<file path="src/design/afdp_pkg.sv">
// Shared constants and types for the ASCII frame decimal field parser.
package afdp_pkg;

    localparam int MAX_FRAME_DEF  = 32;
    localparam int NUM_FIELDS_DEF = 4;
    localparam int NUM_VALUES     = 4;
    localparam int BYTE_W         = 8;
    localparam int FIELDS_W       = 3;

    localparam logic [BYTE_W-1:0] CH_T    = 8'h54;
    localparam logic [BYTE_W-1:0] CH_A    = 8'h41;
    localparam logic [BYTE_W-1:0] CH_TWO  = 8'h32;
    localparam logic [BYTE_W-1:0] CH_ZERO = 8'h30;
    localparam logic [BYTE_W-1:0] CH_NINE = 8'h39;
    localparam logic [BYTE_W-1:0] CH_NL   = 8'h0A;
    localparam logic [BYTE_W-1:0] CH_NUL  = 8'h00;

    typedef struct packed {
        logic              valid;
        logic [BYTE_W-1:0] data;
    } byte_beat_t;

    typedef struct packed {
        logic [NUM_VALUES-1:0][BYTE_W-1:0] values;
        logic [FIELDS_W-1:0]               fields;
        logic                              overflow;
    } result_t;

endpackage

</file>
<file path="src/design/afdp_byte_if.sv">
// Byte channel interface: valid/ready handshake with one received byte.
interface afdp_byte_if;
    import afdp_pkg::*;

    logic              valid;
    logic              ready;
    logic [BYTE_W-1:0] rx_byte;

    modport source (output valid, output rx_byte, input ready);
    modport sink (input valid, input rx_byte, output ready);
endinterface

</file>
<file path="src/design/afdp_result_if.sv">
// Result channel interface: valid/ready handshake with the committed frame values.
interface afdp_result_if;
    import afdp_pkg::*;

    logic                valid;
    logic                ready;
    logic [BYTE_W-1:0]   value_zero;
    logic [BYTE_W-1:0]   value_one;
    logic [BYTE_W-1:0]   value_two;
    logic [BYTE_W-1:0]   value_three;
    logic [FIELDS_W-1:0] fields_in_frame;
    logic                field_overflow;

    modport source (
        output valid, output value_zero, output value_one, output value_two,
        output value_three, output fields_in_frame, output field_overflow,
        input ready
    );
    modport sink (
        input valid, input value_zero, input value_one, input value_two,
        input value_three, input fields_in_frame, input field_overflow,
        output ready
    );
endinterface

</file>
<file path="src/design/afdp_byte_reg.sv">
// Input register: captures one received byte per beat.
module afdp_byte_reg (
    input  logic                 clk,
    input  logic                 rst_n,
    afdp_byte_if.sink            rx,
    input  logic                 advance,
    output afdp_pkg::byte_beat_t beat
);
    import afdp_pkg::*;

    logic              valid_reg;
    logic              valid_next;
    logic [BYTE_W-1:0] data_reg;
    logic              accept;

    assign rx.ready = !valid_reg || advance;
    assign accept   = rx.valid && rx.ready;

    always_comb
    begin
        valid_next = valid_reg;
        if (accept)
        begin
            valid_next = 1'b1;
        end
        else if (advance)
        begin
            valid_next = 1'b0;
        end
    end

    always_ff @(posedge clk or negedge rst_n)
    begin
        if (!rst_n)
        begin
            valid_reg <= 1'b0;
        end
        else
        begin
            valid_reg <= valid_next;
        end
    end

    always_ff @(posedge clk)
    begin
        if (accept)
        begin
            data_reg <= rx.rx_byte;
        end
    end

    assign beat.valid = valid_reg;
    assign beat.data  = data_reg;

endmodule

</file>
<file path="src/design/afdp_parser.sv">
// Frame parser: per-byte state update, field staging and commit.
module afdp_parser #(
    parameter int MAX_FRAME  = afdp_pkg::MAX_FRAME_DEF,
    parameter int NUM_FIELDS = afdp_pkg::NUM_FIELDS_DEF
) (
    input  logic                     clk,
    input  logic                     rst_n,
    input  logic                     step,
    input  logic [afdp_pkg::BYTE_W-1:0] data,
    output logic                     produced,
    output afdp_pkg::result_t        result
);
    import afdp_pkg::*;

    localparam int CW = $clog2(MAX_FRAME + 1);
    localparam int IW = $clog2(NUM_FIELDS + 1);

    logic              open_reg,  open_next;
    logic [CW-1:0]     count_reg, count_next;
    logic [BYTE_W-1:0] hdr_first_reg, hdr_first_next;
    logic [BYTE_W-1:0] hdr_second_reg, hdr_second_next;
    logic [BYTE_W-1:0] acc_reg,   acc_next;
    logic [IW-1:0]     idx_reg,   idx_next;
    logic              ovf_reg,   ovf_next;
    logic [NUM_FIELDS-1:0][BYTE_W-1:0] staged_reg;
    logic [NUM_FIELDS-1:0][BYTE_W-1:0] committed_reg;

    logic              stage_wr;
    logic              emit;
    logic              is_digit;
    logic [BYTE_W-1:0] acc_digit;

    assign is_digit  = (data >= CH_ZERO) && (data <= CH_NINE);
    assign acc_digit = acc_reg * 8'd10 + {4'h0, data[3:0]};

    always_comb
    begin
        open_next       = open_reg;
        count_next      = count_reg;
        hdr_first_next  = hdr_first_reg;
        hdr_second_next = hdr_second_reg;
        acc_next        = acc_reg;
        idx_next        = idx_reg;
        ovf_next        = ovf_reg;
        stage_wr        = 1'b0;
        emit            = 1'b0;
        if (step)
        begin
            if (open_reg)
            begin
                if (count_reg == CW'(MAX_FRAME))
                begin
                    // drop the long frame
                    ovf_next   = 1'b1;
                    open_next  = 1'b0;
                    count_next = '0;
                    idx_next   = '0;
                    acc_next   = '0;
                end
                else
                begin
                    if (count_reg == CW'(0))
                    begin
                        hdr_first_next = data;
                    end
                    if (count_reg == CW'(1))
                    begin
                        hdr_second_next = data;
                    end
                    count_next = count_reg + CW'(1);
                    if (count_reg == CW'(2) &&
                        (hdr_first_reg != CH_TWO || hdr_second_reg != CH_ZERO))
                    begin
                        // drop on bad header
                        open_next  = 1'b0;
                        count_next = '0;
                        idx_next   = '0;
                        acc_next   = '0;
                    end
                    else if (data == CH_T)
                    begin
                        emit       = 1'b1;
                        ovf_next   = 1'b0;
                        open_next  = 1'b0;
                        count_next = '0;
                        idx_next   = '0;
                        acc_next   = '0;
                    end
                    else if (data == CH_NL)
                    begin
                        if (idx_reg < IW'(NUM_FIELDS))
                        begin
                            stage_wr = 1'b1;
                            idx_next = idx_reg + IW'(1);
                        end
                        else
                        begin
                            ovf_next = 1'b1;
                        end
                        acc_next = '0;
                    end
                    else if (is_digit)
                    begin
                        acc_next = acc_digit;
                    end
                end
            end
            if (data == CH_A && !open_next)
            begin
                open_next = 1'b1;
            end
        end
    end

    always_ff @(posedge clk or negedge rst_n)
    begin
        if (!rst_n)
        begin
            open_reg       <= 1'b0;
            count_reg      <= '0;
            hdr_first_reg  <= '0;
            hdr_second_reg <= '0;
            acc_reg        <= '0;
            idx_reg        <= '0;
            ovf_reg        <= 1'b0;
        end
        else
        begin
            open_reg       <= open_next;
            count_reg      <= count_next;
            hdr_first_reg  <= hdr_first_next;
            hdr_second_reg <= hdr_second_next;
            acc_reg        <= acc_next;
            idx_reg        <= idx_next;
            ovf_reg        <= ovf_next;
        end
    end

    for (genvar k = 0; k < NUM_FIELDS; k++)
    begin : g_field
        always_ff @(posedge clk)
        begin
            if (stage_wr && idx_reg == IW'(k))
            begin
                staged_reg[k] <= acc_reg;
            end
        end

        always_ff @(posedge clk or negedge rst_n)
        begin
            if (!rst_n)
            begin
                committed_reg[k] <= '0;
            end
            else if (emit && IW'(k) < idx_reg)
            begin
                committed_reg[k] <= staged_reg[k];
            end
        end
    end

    for (genvar k = 0; k < NUM_VALUES; k++)
    begin : g_value
        if (k < NUM_FIELDS)
        begin : g_live
            assign result.values[k] = (IW'(k) < idx_reg) ? staged_reg[k] : committed_reg[k];
        end
        else
        begin : g_absent
            assign result.values[k] = '0;
        end
    end

    assign result.fields   = FIELDS_W'(idx_reg);
    assign result.overflow = ovf_reg;
    assign produced        = emit;

endmodule

</file>
<file path="src/design/afdp_result_reg.sv">
// Result register: holds one finished frame result until it is taken.
module afdp_result_reg (
    input  logic              clk,
    input  logic              rst_n,
    input  logic              load,
    input  afdp_pkg::result_t result,
    output logic              can_take,
    afdp_result_if.source     frame
);
    import afdp_pkg::*;

    logic    valid_reg;
    logic    valid_next;
    result_t data_reg;

    assign can_take = !valid_reg || frame.ready;

    always_comb
    begin
        valid_next = valid_reg;
        if (can_take)
        begin
            valid_next = load;
        end
    end

    always_ff @(posedge clk or negedge rst_n)
    begin
        if (!rst_n)
        begin
            valid_reg <= 1'b0;
        end
        else
        begin
            valid_reg <= valid_next;
        end
    end

    always_ff @(posedge clk)
    begin
        if (can_take && load)
        begin
            data_reg <= result;
        end
    end

    assign frame.valid           = valid_reg;
    assign frame.value_zero      = data_reg.values[0];
    assign frame.value_one       = data_reg.values[1];
    assign frame.value_two       = data_reg.values[2];
    assign frame.value_three     = data_reg.values[3];
    assign frame.fields_in_frame = data_reg.fields;
    assign frame.field_overflow  = data_reg.overflow;

endmodule

</file>
<file path="src/design/ascii_frame_decimal_field_parser.sv">
// Top level of the ASCII frame decimal field parser.
// Accepts one received byte per cycle on rx and emits one result beat on frame for
// each frame opened by 'A' and closed by 'T' that is not dropped for a header other
// than "20" or for length; NUL bytes are skipped. A byte is held in the input
// register and is parsed on its way into the result register, so a result is loaded
// into the result register as its 'T' leaves the input register; the parser updates
// its state for every byte, which sets the rate of one byte per clock. rx stalls
// only while a result is held in the result register and frame is not ready.
// fields_in_frame counts the newline-ended fields of the frame; field_overflow flags
// a long frame or extra fields since the previous result.
module ascii_frame_decimal_field_parser #(
    parameter int MAX_FRAME  = afdp_pkg::MAX_FRAME_DEF,
    parameter int NUM_FIELDS = afdp_pkg::NUM_FIELDS_DEF
) (
    input  logic          clk,
    input  logic          rst_n,
    afdp_byte_if.sink     rx,
    afdp_result_if.source frame
);
    import afdp_pkg::*;

    byte_beat_t beat;
    result_t    result;
    logic       advance;
    logic       can_take;
    logic       produced;

    assign advance = beat.valid && can_take;

    afdp_byte_reg u_byte_reg (
        .clk     (clk),
        .rst_n   (rst_n),
        .rx      (rx),
        .advance (advance),
        .beat    (beat)
    );

    afdp_parser #(
        .MAX_FRAME  (MAX_FRAME),
        .NUM_FIELDS (NUM_FIELDS)
    ) u_parser (
        .clk      (clk),
        .rst_n    (rst_n),
        .step     (advance && beat.data != CH_NUL),
        .data     (beat.data),
        .produced (produced),
        .result   (result)
    );

    afdp_result_reg u_result_reg (
        .clk      (clk),
        .rst_n    (rst_n),
        .load     (advance && produced),
        .result   (result),
        .can_take (can_take),
        .frame    (frame)
    );

endmodule

</file>
<file path="src/flat_wrapper.sv">
// flat-port wrapper written by rule: the top's interface ports become plain ports
module ascii_frame_decimal_field_parser_flat import afdp_pkg::*;
#(
    parameter int MAX_FRAME  = afdp_pkg::MAX_FRAME_DEF,
    parameter int NUM_FIELDS = afdp_pkg::NUM_FIELDS_DEF
)
  (clk, rst_n, rx_valid, rx_rx_byte, rx_ready, frame_valid, frame_value_zero, frame_value_one, frame_value_two, frame_value_three, frame_fields_in_frame, frame_field_overflow, frame_ready);
  afdp_byte_if rx_i ();
  afdp_result_if frame_i ();
  input  logic clk;
  input  logic rst_n;
  input wire logic [$bits(rx_i.valid)-1:0] rx_valid;
  input wire logic [$bits(rx_i.rx_byte)-1:0] rx_rx_byte;
  output wire logic [$bits(rx_i.ready)-1:0] rx_ready;
  output wire logic [$bits(frame_i.valid)-1:0] frame_valid;
  output wire logic [$bits(frame_i.value_zero)-1:0] frame_value_zero;
  output wire logic [$bits(frame_i.value_one)-1:0] frame_value_one;
  output wire logic [$bits(frame_i.value_two)-1:0] frame_value_two;
  output wire logic [$bits(frame_i.value_three)-1:0] frame_value_three;
  output wire logic [$bits(frame_i.fields_in_frame)-1:0] frame_fields_in_frame;
  output wire logic [$bits(frame_i.field_overflow)-1:0] frame_field_overflow;
  input wire logic [$bits(frame_i.ready)-1:0] frame_ready;
  assign rx_i.valid = rx_valid;
  assign rx_i.rx_byte = rx_rx_byte;
  assign rx_ready = rx_i.ready;
  assign frame_valid = frame_i.valid;
  assign frame_value_zero = frame_i.value_zero;
  assign frame_value_one = frame_i.value_one;
  assign frame_value_two = frame_i.value_two;
  assign frame_value_three = frame_i.value_three;
  assign frame_fields_in_frame = frame_i.fields_in_frame;
  assign frame_field_overflow = frame_i.field_overflow;
  assign frame_i.ready = frame_ready;
  ascii_frame_decimal_field_parser #(.MAX_FRAME(MAX_FRAME), .NUM_FIELDS(NUM_FIELDS)) u_core (.clk(clk), .rst_n(rst_n), .rx(rx_i), .frame(frame_i));
endmodule
</file>
<file path="config.mk">
export PLATFORM = sky130hd
export DESIGN_NAME = ascii_frame_decimal_field_parser_flat
export DESIGN_NICKNAME = d
export VERILOG_FILES = /design/src/design/afdp_pkg.sv /design/src/design/afdp_byte_if.sv /design/src/design/afdp_result_if.sv /design/src/design/afdp_byte_reg.sv /design/src/design/afdp_parser.sv /design/src/design/afdp_result_reg.sv /design/src/design/ascii_frame_decimal_field_parser.sv /design/src/flat_wrapper.sv
export SDC_FILE = /design/constraint.sdc
export NUM_CORES = 1
export LEC_CHECK = 0
export CORE_UTILIZATION = 67
export CTS_CLUSTER_SIZE = 14
export DETAILED_ROUTE_END_ITERATION = 10
export DONT_BUFFER_PORTS = 1
export GPL_TIMING_DRIVEN = 0
export PLACE_DENSITY = 0.93
export SYNTH_ARGS = -nofsm -noshare
export SYNTH_HDL_FRONTEND = slang
export SYNTH_HIERARCHICAL = 1
export SYNTH_SLANG_ARGS = --single-unit
</file>
<file path="constraint.sdc">
create_clock -name clk -period 4.55 [get_ports clk]
set_clock_uncertainty 0.15 [all_clocks]
set_input_delay 0.91 -clock clk [delete_from_list [all_inputs] [get_ports clk]]
set_output_delay 0.91 -clock clk [all_outputs]
set_load 0.05 [all_outputs]
</file>
==> impl_results.md <==
- Status: complete, but fails checks
- Failing checks: DRC
- Max-capacitance violation count: 0
- Crit path cell chain: nand2b_4 > and2_1 > a21boi_1 > nand2_1 > clkbuf_1 > nor4_1 > and2_1
- Largest net degree at the start of global routing: 70
- Number of diodes: 0
- Share of the synthesized area in the top cell type: a little under two fifths
- Io pins: 50
- Worst slack, placed: a little over 1000 ps
- Vias in the first global route: between 3000 and 4000
- EDFF count, synth: 76
- Post-CTS Resized: 0
- Syn Std Cell Area: 6140 um2
- First-pass GRT wire length: 18.5 mm
- Area Overhead vs Synth: 12.5%
- Critical path's most frequent cell: and2_1
- Final worst-path setup slack: between 1000 and 1500 ps
- Final slew viol count: 0
- Fill cell count: between 400 and 500
- Mapped Avg Cell Area: between 15 and 20 um2
- Synth async-reset ratio: between 40 and 50%
- Max FO, Critical Path: 10
- Worst R2R Path Depth: 7
- Layout cells sized above 1: 32.6%
- Met2 usage: 44.1%
- Syn nets: between 400 and 500
- WL final: roughly 12 mm
- FF+latch count, synth: roughly 150
- Clock Path Buffers: 2
- DRC viols: 12
- Via/cell ratio: 6.43
- Slew headroom: 29.4%
- Unrepaired setup endpoints after global routing: no
- DR vias: approximately 3400
- Setup-violating endpoint count in the final report: 0
- First-pass detailed-route iteration total: 10
- Area contributors post-synth: edfxtp_1 (37%), dfrtp_1 (28%), mux2_2 (15%), ha_1 (3.5%), a22o_1 (1.3%)
- Syn Inst Count: ~380
- Post-synth top area cell: edfxtp_1
- Max incr delay on CP: around 590 ps
- Initial DRC count: around 270
- Antenna viol nets, final: 0
- Power Dens Cells: 416 nW/um2
- Most common cell after layout, fill and taps aside: mux2_2
- Final core occ: between 70% and 80%
- Cell Rows: 34
- DIE AREA: around 9600 um2
- Reg clk slew, reported paths: 70 ps
- Busiest grt layer: met2
- Worst Tran Pin Value: approximately 1100 ps
- Pleak: slightly below 3 nW
- Final Cycle Share: about three quarters
- Met1 usage: 32.9%
- Met3 usage: 5.44%
- Critical path startpoint category: register
- Setup_tns: 0 ps
- Worst skew pair latency: between 500 and 600 ps
- Root buffer cell: clkbuf_8
- Critical Path AT: approximately 3400 ps
- Setup Buffers After CTS: 0
- Commonest cells after routing, fill and taps aside: mux2_2 (80), edfxtp_1 (76), dfrtp_1 (69)
- Starting Density: 69.8%
- Hold Fails Final Rpt: 0
- Synth Warn #: 6
- Dpl hpwl: approximately 7 mm
- Global placer's final weighted congestion: 0.822
- Net count, final: 435
- Final Critical Period: about 3400 ps
- Worst hold slack: 123 ps
- Post-DR wirelength/cell: approximately 22 um
- Critical path capture point type: register
- H-tree depth: 4
- VDD IR max: between 0.0003 and 0.0004 V
- Initial antenna violation count: 0
- TritonCTS Buffers: 17
- Worst EP required: between 4000 and 5000 ps
- GR Overflow Total: 0
- Max frequency: around 290 MHz
- Sequential share of the synthesized area: 65.2%
- Netlist cell types: 48
- Global Route Usage Sum: about a quarter
- DIE HEIGHT: about 100 um
- Primary FF master, synth: edfxtp_1
- # port buffers: 0
- Sink Count: 145
- Slowest cell on the critical path: dfrtp_1
- PnR Total Power: 2.88 mW
- Hold Crit Class: input pin to asynchronous set/reset pin
- Core area: between 8000 and 9000 um2
- CTS tree: built
- Critical path class: register to register
- Die Wd: ~98 um
-- worst max-delay path, delay by kind of cell, from the launching register on --
| kind | cells | cell delay [ps] |
|---|---|---|
| AOI/OAI and AO/OA | 1 | 370 |
| buffers and inverters | 1 | 310 |
| DFF | 1 | 590 |
| and+or+nand+nor | 5 | 1630 |
-- cells in the mapped netlist (all sizes together), types with 6 or more instances --
cell type / instances
nand3: 6
nor4: 8
nor3: 7
o21ai: 9
a22o: 9
a21o: 6
a21oi: 6
nor2: 13
edfxtp: 76
and2: 7
nand2: 10
nand2b: 6
inv: 7
dfrtp: 69
mux2: 80
ha: 17
buf: 6
-- cells by family (layout without fill, tap and decap cells) --
family | Yosys count | count (layout) | share of synthesized area (%)
adder cells (fa/ha/maj) | 19 | 19 | 4.11
multiplexers | 80 | 80 | 14.7
AND/OR/NAND/NOR | 75 | 75 | 8.61
buffers and inverters | 18 | 51 | 1.49
AO/OA/AOI/OAI | 38 | 38 | 4.60
XOR/XNOR | 9 | 9 | 1.28
flip-flops | 145 | 145 | 65.2
-- report_power, final --
group          switching, mW  leakage, nW  internal, mW  total (mW)
Clock                  0.565        0.296         0.853        1.42
Combinational         0.0404         1.05        0.0206      0.0610
Sequential            0.0143         1.59          1.38        1.40
-- cell type report --
cell class / count / area (um2) / share of cell area, %
repair buffers: 1 / 27.5 / 0.398
clock inverters: 15 / 194 / 2.80
multi-input cells: 221 / 2040 / 29.6
plain buffers: 11 / 65.1 / 0.941
flip-flops and latches: 145 / 4010 / 58.0
well taps: 108 / 135 / 1.95
inverters: 7 / 26.3 / 0.380
clock buffers: 17 / 414 / 5.99
-- metal layers --
| metal | share of wire, % | up-vias |
|---|---|---|
| met2 | 52 | 140 |
| met1 | 41 | 1720 |
| met5 | 0 | - |
| met3 | 4.4 | 29 |
| li1 | - | 1489 |
| met4 | 2.7 | 0 |
-- stage by stage --
stage | cell area (um2) | instances
6_report | 6920 | 525
5_1_grt | 6920 | 525
4_1_cts | 6920 | 525
3_5_place_dp | 6280 | 492
3_3_place_gp | 6280 | 492
2_1_floorplan | 6140 | 384
-- worst paths after layout --
check / from / slack (ps) / to
hold / removal: rst_n / 120 / u_core/u_parser/committed_reg[27]
hold reg to reg: u_core/u_parser/idx_reg[2] / 310 / u_core/u_result_reg/frame.fields_in_frame[2]
min in group clk: u_core/u_parser/idx_reg[2] / 310 / u_core/u_result_reg/frame.fields_in_frame[2]
max in group asynchronous: rst_n / 3850 / u_core/u_parser/hdr_first_reg[4]
setup / recovery: u_core/u_result_reg/frame.valid / 1150 / u_core/u_parser/staged_reg[23]
setup reg to reg: u_core/u_result_reg/frame.valid / 1150 / u_core/u_parser/staged_reg[23]
-- repair_timing --
action,4_1_cts,5_1_grt
setup endpoints to repair,0,0
hold buffers,1,0
endpoints found under the hold margin,69,0
(Power assumes the default switching activity.)
